`src/hw/rtl/mlqss_pkg.sv`:
```
// shared types, codes and defaults for the multilevel queue slot scheduler
`default_nettype none

package mlqss_pkg;

    localparam int NUM_PRIO_DEF    = 8;
    localparam int QUEUE_DEPTH_DEF = 16;

    localparam int PID_W  = 16;
    localparam int PRIO_W = 8;
    localparam int LVL_W  = 3;

    localparam logic OP_PUT = 1'b0;
    localparam logic OP_GET = 1'b1;

    typedef enum logic [2:0] {
        S_IDLE,
        S_PUT,
        S_SCAN,
        S_SERVE,
        S_READ,
        S_DONE
    } t_state;

endpackage

`default_nettype wire

```
`src/hw/rtl/mlqss_if.sv`:
```
// valid/ready channel interfaces for request and result words
`default_nettype none

interface mlqss_in_if import mlqss_pkg::*; ();
    logic              valid;
    logic              ready;
    logic              operation;
    logic [PID_W-1:0]  process_id;
    logic [PRIO_W-1:0] priority_req;

    modport source (output valid, output operation, output process_id,
                    output priority_req, input ready);
    modport sink   (input valid, input operation, input process_id,
                    input priority_req, output ready);
endinterface

interface mlqss_out_if import mlqss_pkg::*; ();
    logic             valid;
    logic             ready;
    logic             served_valid;
    logic [PID_W-1:0] served_id;
    logic [LVL_W-1:0] served_level;
    logic             put_dropped;

    modport source (output valid, output served_valid, output served_id,
                    output served_level, output put_dropped, input ready);
    modport sink   (input valid, input served_valid, input served_id,
                    input served_level, input put_dropped, output ready);
endinterface

`default_nettype wire

```
`src/hw/rtl/multilevel_queue_slot_scheduler.sv`:
```
// multilevel ready queue with per-level slot budgets, one level checked per cycle
// put: word taken in idle, written in the put state and registered out from done; get: the scan
// checks levels (one level per cycle, up to two passes), then serve, fifo ram read and done
// one word in flight, taken while a result waits; done holds until the output register is free
// synchronous active-low reset: queues empty, budgets NUM_PRIO minus level, scan at level 0
// fifo ram contents are not cleared and no clearing pass is run
`default_nettype none

module multilevel_queue_slot_scheduler import mlqss_pkg::*; #(
    parameter int NUM_PRIO    = NUM_PRIO_DEF,
    parameter int QUEUE_DEPTH = QUEUE_DEPTH_DEF
) (
    input  wire          i_clk,
    input  wire          i_rst_n,
    mlqss_in_if.sink     i_in,
    mlqss_out_if.source  o_out
);

    localparam int LVW = (NUM_PRIO > 1) ? $clog2(NUM_PRIO) : 1;
    localparam int HW  = (QUEUE_DEPTH > 1) ? $clog2(QUEUE_DEPTH) : 1;
    localparam int CW  = $clog2(QUEUE_DEPTH + 1);
    localparam int BW  = $clog2(NUM_PRIO + 1);
    localparam int AW  = $clog2(NUM_PRIO * QUEUE_DEPTH);

    t_state             r_state, n_state;
    logic [LVW-1:0]     r_lv, n_lv;
    logic [LVW-1:0]     r_k, n_k;
    logic               r_pass2, n_pass2;
    logic               r_found, n_found;
    logic               r_drop, n_drop;
    logic [PID_W-1:0]   r_pid, n_pid;
    logic [AW-1:0]      r_addr, n_addr;
    logic [LVW-1:0]     r_start, n_start;
    logic [PID_W-1:0]   r_rd;

    logic [PID_W-1:0]   r_mem [NUM_PRIO*QUEUE_DEPTH];
    logic [HW-1:0]      r_head   [NUM_PRIO];
    logic [CW-1:0]      r_count  [NUM_PRIO];
    logic [BW-1:0]      r_budget [NUM_PRIO];

    logic               r_out_valid;
    logic               r_out_sv;
    logic [PID_W-1:0]   r_out_id;
    logic [LVL_W-1:0]   r_out_lvl;
    logic               r_out_drop;

    logic               wr_en, cnt_inc, serve_en, out_load;
    logic [AW-1:0]      wr_addr, base;
    logic [HW-1:0]      cur_head, head_inc, tail;
    logic [HW:0]        tail_sum;
    logic [CW-1:0]      cur_count, count_new;
    logic [BW-1:0]      cur_budget, bud_src, bud_new;
    logic [LVW-1:0]     lv_next, lv_clamp;
    logic               hit;

    always_comb begin
        cur_head   = r_head[r_lv];
        cur_count  = r_count[r_lv];
        cur_budget = r_budget[r_lv];
        lv_next    = (r_lv == LVW'(NUM_PRIO - 1)) ? '0 : r_lv + 1'b1;
        lv_clamp   = (int'(i_in.priority_req) >= NUM_PRIO) ? LVW'(NUM_PRIO - 1)
                                                          : LVW'(i_in.priority_req);
        base       = AW'(r_lv) * AW'(QUEUE_DEPTH);
        tail_sum   = (HW+1)'(cur_head) + (HW+1)'(cur_count);
        tail       = (tail_sum >= (HW+1)'(QUEUE_DEPTH)) ? HW'(tail_sum - (HW+1)'(QUEUE_DEPTH))
                                                         : HW'(tail_sum);
        head_inc   = (cur_head == HW'(QUEUE_DEPTH - 1)) ? '0 : cur_head + 1'b1;
        wr_addr    = base + AW'(tail);
        count_new  = cur_count - 1'b1;
        bud_src    = r_pass2 ? (BW'(NUM_PRIO) - BW'(r_lv)) : cur_budget;
        bud_new    = (bud_src != '0) ? bud_src - 1'b1 : '0;
        hit        = (cur_count != '0) && (r_pass2 || (cur_budget != '0));
    end

    always_ff @(posedge i_clk) begin
        if (!i_rst_n) begin
            r_state <= S_IDLE;
        end else begin
            r_state <= n_state;
        end
    end

    always_comb begin
        n_state    = r_state;
        n_lv       = r_lv;
        n_k        = r_k;
        n_pass2    = r_pass2;
        n_found    = r_found;
        n_drop     = r_drop;
        n_pid      = r_pid;
        n_addr     = r_addr;
        n_start    = r_start;
        wr_en      = 1'b0;
        cnt_inc    = 1'b0;
        serve_en   = 1'b0;
        out_load   = 1'b0;
        i_in.ready = 1'b0;
        unique case (r_state)
            S_IDLE: begin
                i_in.ready = 1'b1;
                if (i_in.valid) begin
                    n_pid   = i_in.process_id;
                    n_k     = '0;
                    n_pass2 = 1'b0;
                    n_found = 1'b0;
                    n_drop  = 1'b0;
                    if (i_in.operation == OP_PUT) begin
                        n_lv    = lv_clamp;
                        n_state = S_PUT;
                    end else begin
                        n_lv    = r_start;
                        n_state = S_SCAN;
                    end
                end
            end
            S_PUT: begin
                if (cur_count >= CW'(QUEUE_DEPTH)) begin
                    n_drop = 1'b1;
                end else begin
                    wr_en   = 1'b1;
                    cnt_inc = 1'b1;
                end
                n_state = S_DONE;
            end
            S_SCAN: begin
                if (hit) begin
                    n_state = S_SERVE;
                end else if (r_k == LVW'(NUM_PRIO - 1)) begin
                    if (!r_pass2) begin
                        n_pass2 = 1'b1;
                        n_k     = '0;
                        n_lv    = r_start;
                    end else begin
                        n_state = S_DONE;
                    end
                end else begin
                    n_lv = lv_next;
                    n_k  = r_k + 1'b1;
                end
            end
            S_SERVE: begin
                serve_en = 1'b1;
                n_addr   = base + AW'(cur_head);
                n_found  = 1'b1;
                n_start  = ((bud_new == '0) || (count_new == '0)) ? lv_next : r_lv;
                n_state  = S_READ;
            end
            S_READ: begin
                n_state = S_DONE;
            end
            S_DONE: begin
                if (!r_out_valid || o_out.ready) begin
                    out_load = 1'b1;
                    n_state  = S_IDLE;
                end
            end
            default: begin
                n_state = S_IDLE;
            end
        endcase
    end

    always_ff @(posedge i_clk) begin
        r_lv    <= n_lv;
        r_k     <= n_k;
        r_pass2 <= n_pass2;
        r_found <= n_found;
        r_drop  <= n_drop;
        r_pid   <= n_pid;
        r_addr  <= n_addr;
        if (wr_en) begin
            r_mem[wr_addr] <= r_pid;
        end
        r_rd <= r_mem[r_addr];
    end

    // per-level queue pointers and slot budgets
    always_ff @(posedge i_clk) begin
        if (!i_rst_n) begin
            r_start <= '0;
            for (int l = 0; l < NUM_PRIO; l++) begin
                r_head[l]   <= '0;
                r_count[l]  <= '0;
                r_budget[l] <= BW'(NUM_PRIO - l);
            end
        end else begin
            r_start <= n_start;
            if (cnt_inc) begin
                r_count[r_lv] <= cur_count + 1'b1;
            end
            if (serve_en) begin
                if (r_pass2) begin
                    for (int l = 0; l < NUM_PRIO; l++) begin
                        r_budget[l] <= BW'(NUM_PRIO - l);
                    end
                end
                r_budget[r_lv] <= bud_new;
                r_head[r_lv]   <= head_inc;
                r_count[r_lv]  <= count_new;
            end
        end
    end

    // output word register
    always_ff @(posedge i_clk) begin
        if (!i_rst_n) begin
            r_out_valid <= 1'b0;
        end else if (out_load) begin
            r_out_valid <= 1'b1;
        end else if (o_out.ready) begin
            r_out_valid <= 1'b0;
        end
    end

    always_ff @(posedge i_clk) begin
        if (out_load) begin
            r_out_sv   <= r_found;
            r_out_id   <= r_found ? r_rd : '0;
            r_out_lvl  <= r_found ? LVL_W'(r_lv) : '0;
            r_out_drop <= r_drop;
        end
    end

    assign o_out.valid        = r_out_valid;
    assign o_out.served_valid = r_out_sv;
    assign o_out.served_id    = r_out_id;
    assign o_out.served_level = r_out_lvl;
    assign o_out.put_dropped  = r_out_drop;

endmodule

`default_nettype wire

```
`src/flat_wrapper.sv`:
```
// flat-port wrapper written by rule: the top's interface ports become plain ports
module multilevel_queue_slot_scheduler_flat import mlqss_pkg::*;
#(
    parameter int NUM_PRIO    = NUM_PRIO_DEF,
    parameter int QUEUE_DEPTH = QUEUE_DEPTH_DEF
)
  (i_clk, i_rst_n, i_in_valid, i_in_operation, i_in_process_id, i_in_priority_req, i_in_ready, o_out_valid, o_out_served_valid, o_out_served_id, o_out_served_level, o_out_put_dropped, o_out_ready);
  mlqss_in_if i_in_i ();
  mlqss_out_if o_out_i ();
  input  wire i_clk;
  input  wire i_rst_n;
  input wire logic [$bits(i_in_i.valid)-1:0] i_in_valid;
  input wire logic [$bits(i_in_i.operation)-1:0] i_in_operation;
  input wire logic [$bits(i_in_i.process_id)-1:0] i_in_process_id;
  input wire logic [$bits(i_in_i.priority_req)-1:0] i_in_priority_req;
  output wire logic [$bits(i_in_i.ready)-1:0] i_in_ready;
  output wire logic [$bits(o_out_i.valid)-1:0] o_out_valid;
  output wire logic [$bits(o_out_i.served_valid)-1:0] o_out_served_valid;
  output wire logic [$bits(o_out_i.served_id)-1:0] o_out_served_id;
  output wire logic [$bits(o_out_i.served_level)-1:0] o_out_served_level;
  output wire logic [$bits(o_out_i.put_dropped)-1:0] o_out_put_dropped;
  input wire logic [$bits(o_out_i.ready)-1:0] o_out_ready;
  assign i_in_i.valid = i_in_valid;
  assign i_in_i.operation = i_in_operation;
  assign i_in_i.process_id = i_in_process_id;
  assign i_in_i.priority_req = i_in_priority_req;
  assign i_in_ready = i_in_i.ready;
  assign o_out_valid = o_out_i.valid;
  assign o_out_served_valid = o_out_i.served_valid;
  assign o_out_served_id = o_out_i.served_id;
  assign o_out_served_level = o_out_i.served_level;
  assign o_out_put_dropped = o_out_i.put_dropped;
  assign o_out_i.ready = o_out_ready;
  multilevel_queue_slot_scheduler #(.NUM_PRIO(NUM_PRIO), .QUEUE_DEPTH(QUEUE_DEPTH)) u_core (.i_clk(i_clk), .i_rst_n(i_rst_n), .i_in(i_in_i), .o_out(o_out_i));
endmodule
```
`config.mk`:
```
export PLATFORM = sky130hd
export DESIGN_NAME = multilevel_queue_slot_scheduler_flat
export DESIGN_NICKNAME = d
export VERILOG_FILES = /design/src/hw/rtl/mlqss_pkg.sv /design/src/hw/rtl/mlqss_if.sv /design/src/hw/rtl/multilevel_queue_slot_scheduler.sv /design/src/flat_wrapper.sv
export SDC_FILE = /design/constraint.sdc
export NUM_CORES = 2
export LEC_CHECK = 0
export BUFFER_PORTS_ARGS = -buffer_cell sky130_fd_sc_hd__buf_2
export CORE_UTILIZATION = 55
export CTS_CLUSTER_SIZE = 25
export DETAILED_ROUTE_END_ITERATION = 8
export PLACE_DENSITY = 0.73
export SYNTH_ARGS = -nofsm -noshare
export SYNTH_HDL_FRONTEND = slang
export SYNTH_SLANG_ARGS = --single-unit
export TNS_END_PERCENT = 50
```
`constraint.sdc`:
```
create_clock -name i_clk -period 5.8 [get_ports i_clk]
set_clock_uncertainty 0.15 [all_clocks]
set_input_delay 0.87 -clock i_clk [delete_from_list [all_inputs] [get_ports i_clk]]
set_output_delay 0.87 -clock i_clk [all_outputs]
set_load 0.02 [all_outputs]
```
==> results.toml <==
[logic_synthesis]
ys_ff_latch = 2231
muxShareOfSynthArea = 0.184
synthTopCellsByArea = "edfxtp_1 77%, mux4_2 17%, nor2_1 1.0%, dfxtp_1 0.60%, mux2_2 0.57%"
synth_most_common_cell = "edfxtp_1"
yosys.area.top_type_share = 0.766
yosys.area_share.adder = 0.00211
yosys_most_used_dff = "edfxtp_1"
netlist_top_cells_count = "2205 x edfxtp_1, 659 x mux4_2, 233 x nor2_1, 102 x clkbuf_1, 65 x buf_2"
seq_area_frac_synth = 0.772
synth-simple-area-share = 0.0216
synth_nets = 3777
synth-compound-area-share = 0.00878
synth_top_family_by_area = "multiplexers"
yosys.area.top_type = "edfxtp_1"
synth_cell_types = 61
ys_warn_count = 0
synth-edff-count = 2205
synth-async-reset-ratio = 0
synth_cells = 3734
syn-cell-area_um2 = 86400
avgSynthCellArea_um2 = 23.1
yosys.area_share.xor_xnor = 0.00140

[global_route]
grt_pass1_vias = 41000
grt_max_degree = 129
grt_pass1_wl_um = 298000
antenna_found_initial = 9
grt_use_total = 0.268
grt_overflow = 0

[floorplan]
die-width_um = 398
initial_utilization = 0.554
io_pins = 52
die_y_um = 398
placementRows = 145
core_area_um2 = 156000
dieArea_um2 = 159000

[detailed_routing]
wl_um = 210000
drt_iter0_drc = 6243
drtAntennaViolNets = 0
first_pass_iters = 5
detail_route.wl_per_cell_um = 33.2
vias_per_cell = 6.61
num_vias = 41800
drc = 0

[clocking]
cts_buffer_depth = 3
root_buffer = "clkbuf_16"
numCtsBuffers = 210
cts_sinks = 2231
clkLatencyLatePin_ps = 860
clkTransAtPathRegs_ps = 60
htreeDepth = 4
cts_tree = "done"

[cells_and_area]
fillers = 10100
fin_nets = 4125
syn_to_final_growth_pct = 13.0
instances_no_fill = 6317
drive_gt1_frac = 0.318

[worst_setup_path]
r2r_setup_slack_ps = 1120
crit_arrival_ps = 5050
crit_slowest_cell = "dfxtp_2"
crit_path_end_kind = "flop"
slowest_delay_ps = 700
critPathLaunchType = "flop"
cp_cell_sequence = "mux4_2 -> mux2i_1 -> inv_1 -> ha_1 -> a21o_1 -> a21oi_1 -> xnor2_2 -> xnor2_2 -> buf_4 -> nand2_1 -> nor2_1 -> buf_4"
required_ps = 6170
crit_path_max_fanout = 19
critPathKind = "flop to flop"

[placed_design]
portBuffers = 51
gp_congestion = 0.887
hpwl_um = 124000
dpl.cell_count = 5923

[status]
outcome = "finished clean"

[pwr]
power_density_nw_per_um2 = 379
leakagePower_nw = 30.8
vdd_drop_max_uv = 397

[sta]
slew_viol_final = 0
tightest_slew_ps = 1400
fmax_mhz = 214
finalHoldViolCount = 0
finalCriticalPeriod_ps = 4680
rsz0062_at_grt = "no"
setup_violations = 0
fin_crit_sh = 0.807
tns_ps = 0
maxSlewHeadroom = 0.0684

[job]
max_cap_violations = 0

[worst_hold_path]
min_path_type = "input pin to flop"
-- state kept, by name, summed over array words and instances (netlist names), 3 cells and up, named ones only --
signal / cells
u_core.o_out.served_id: 16
u_core.o_out.served_level: 3
u_core.r_addr: 7
u_core.r_budget: 32
u_core.r_count: 40
u_core.r_head: 32
u_core.r_k: 3
u_core.r_lv: 3
u_core.r_mem: 2048
u_core.r_pid: 16
u_core.r_rd: 16
u_core.r_start: 3
u_core.r_state: 3
-- cells in the final DEF, fill, tap and decap left out, types with 45 or more instances in the layout --
| cell | count |
|---|---|
| nand2_1 | 64 |
| nor2_1 | 226 |
| mux4_2 | 659 |
| buf_4 | 245 |
| clkbuf_16 | 212 |
| clkbuf_1 | 52 |
| edfxtp_1 | 2205 |
| buf_2 | 51 |
| mux2i_1 | 45 |
-- routing by layer --
layer	share of wire	wire length, um	vias to the layer above	GRT usage
met5	0.00020	41	-	0
met4	0.030	6250	6	0.0820
met3	0.11	22700	322	0.0503
met2	0.47	98900	2709	0.408
met1	0.39	81800	22200	0.401
li1	-	-	16600	-
-- worst paths after layout --
check | startpoint | endpoint | cells past startpoint
max | flop | u_core.r_mem[37][3] | 12
min | i_in_process_id[8] | u_core.r_pid[8] | 1
max reg2reg | flop | u_core.r_mem[37][3] | 12
min reg2reg | u_core.r_drop | u_core.o_out.put_dropped | 0
-- per-stage QoR --
stage	power (mW)	utilization	cell area (um2)	hold slack [ps]	setup WS [ps]
after floorplan	21.6	-	86400	250	1470
after global routing	37.9	0.626	97600	13.9	921
after global placement	23.5	0.582	90700	261	1290
after detailed placement	23.6	0.582	90700	267	1230
final	37.0	0.626	97700	49.3	1120
after CTS	37.1	0.626	97600	0.503	1160
-- power by group --
| part | internal, mW | switching, mW |
|---|---|---|
| combinational | 1.36 | 3.19 |
| sequential | 18.5 | 0.219 |
| clock | 7.77 | 5.91 |
-- final cells by class --
type | count | area [um2] | share of cell area
Tap cell | 2058 | 2570 | 0.0264
Clock inverter | 122 | 1370 | 0.0140
Inverter | 17 | 63.8 | 0.000653
Antenna cell | 3 | 7.51 | 0.0000769
Multi-Input combinational cell | 1299 | 18800 | 0.193
Sequential cell | 2231 | 66700 | 0.683
Timing Repair Buffer | 323 | 2580 | 0.0265
Clock buffer | 264 | 5500 | 0.0563
-- repair_timing --
action,CTS,global route
hold endpoints to repair,5,0
hold buffers,5,0
resized for setup,0,0
setup buffers,0,0
-- cells by family (layout without fill, tap and decap cells) --
| kind of cell | after synthesis | after routing |
|---|---|---|
| XOR/XNOR | 10 | 10 |
| AND/OR/NAND/NOR | 417 | 417 |
| multiplexers | 751 | 751 |
| adder cells (fa/ha/maj) | 14 | 14 |
| AO/OA/AOI/OAI | 107 | 107 |
| other | 0 | 3 |
| buffers and inverters | 204 | 726 |
| flip-flops | 2231 | 2231 |
-- worst max-delay path: cells and delay by family (launching register included) --
kind	cells	cell delay, ps
compound gates	2	390
flops	1	700
mux	2	1070
buf+inv	3	810
xor+xnor	2	380
fa+ha+maj	1	320
simple gates	2	520
Note: power is estimated with default switching activity, not from simulation.
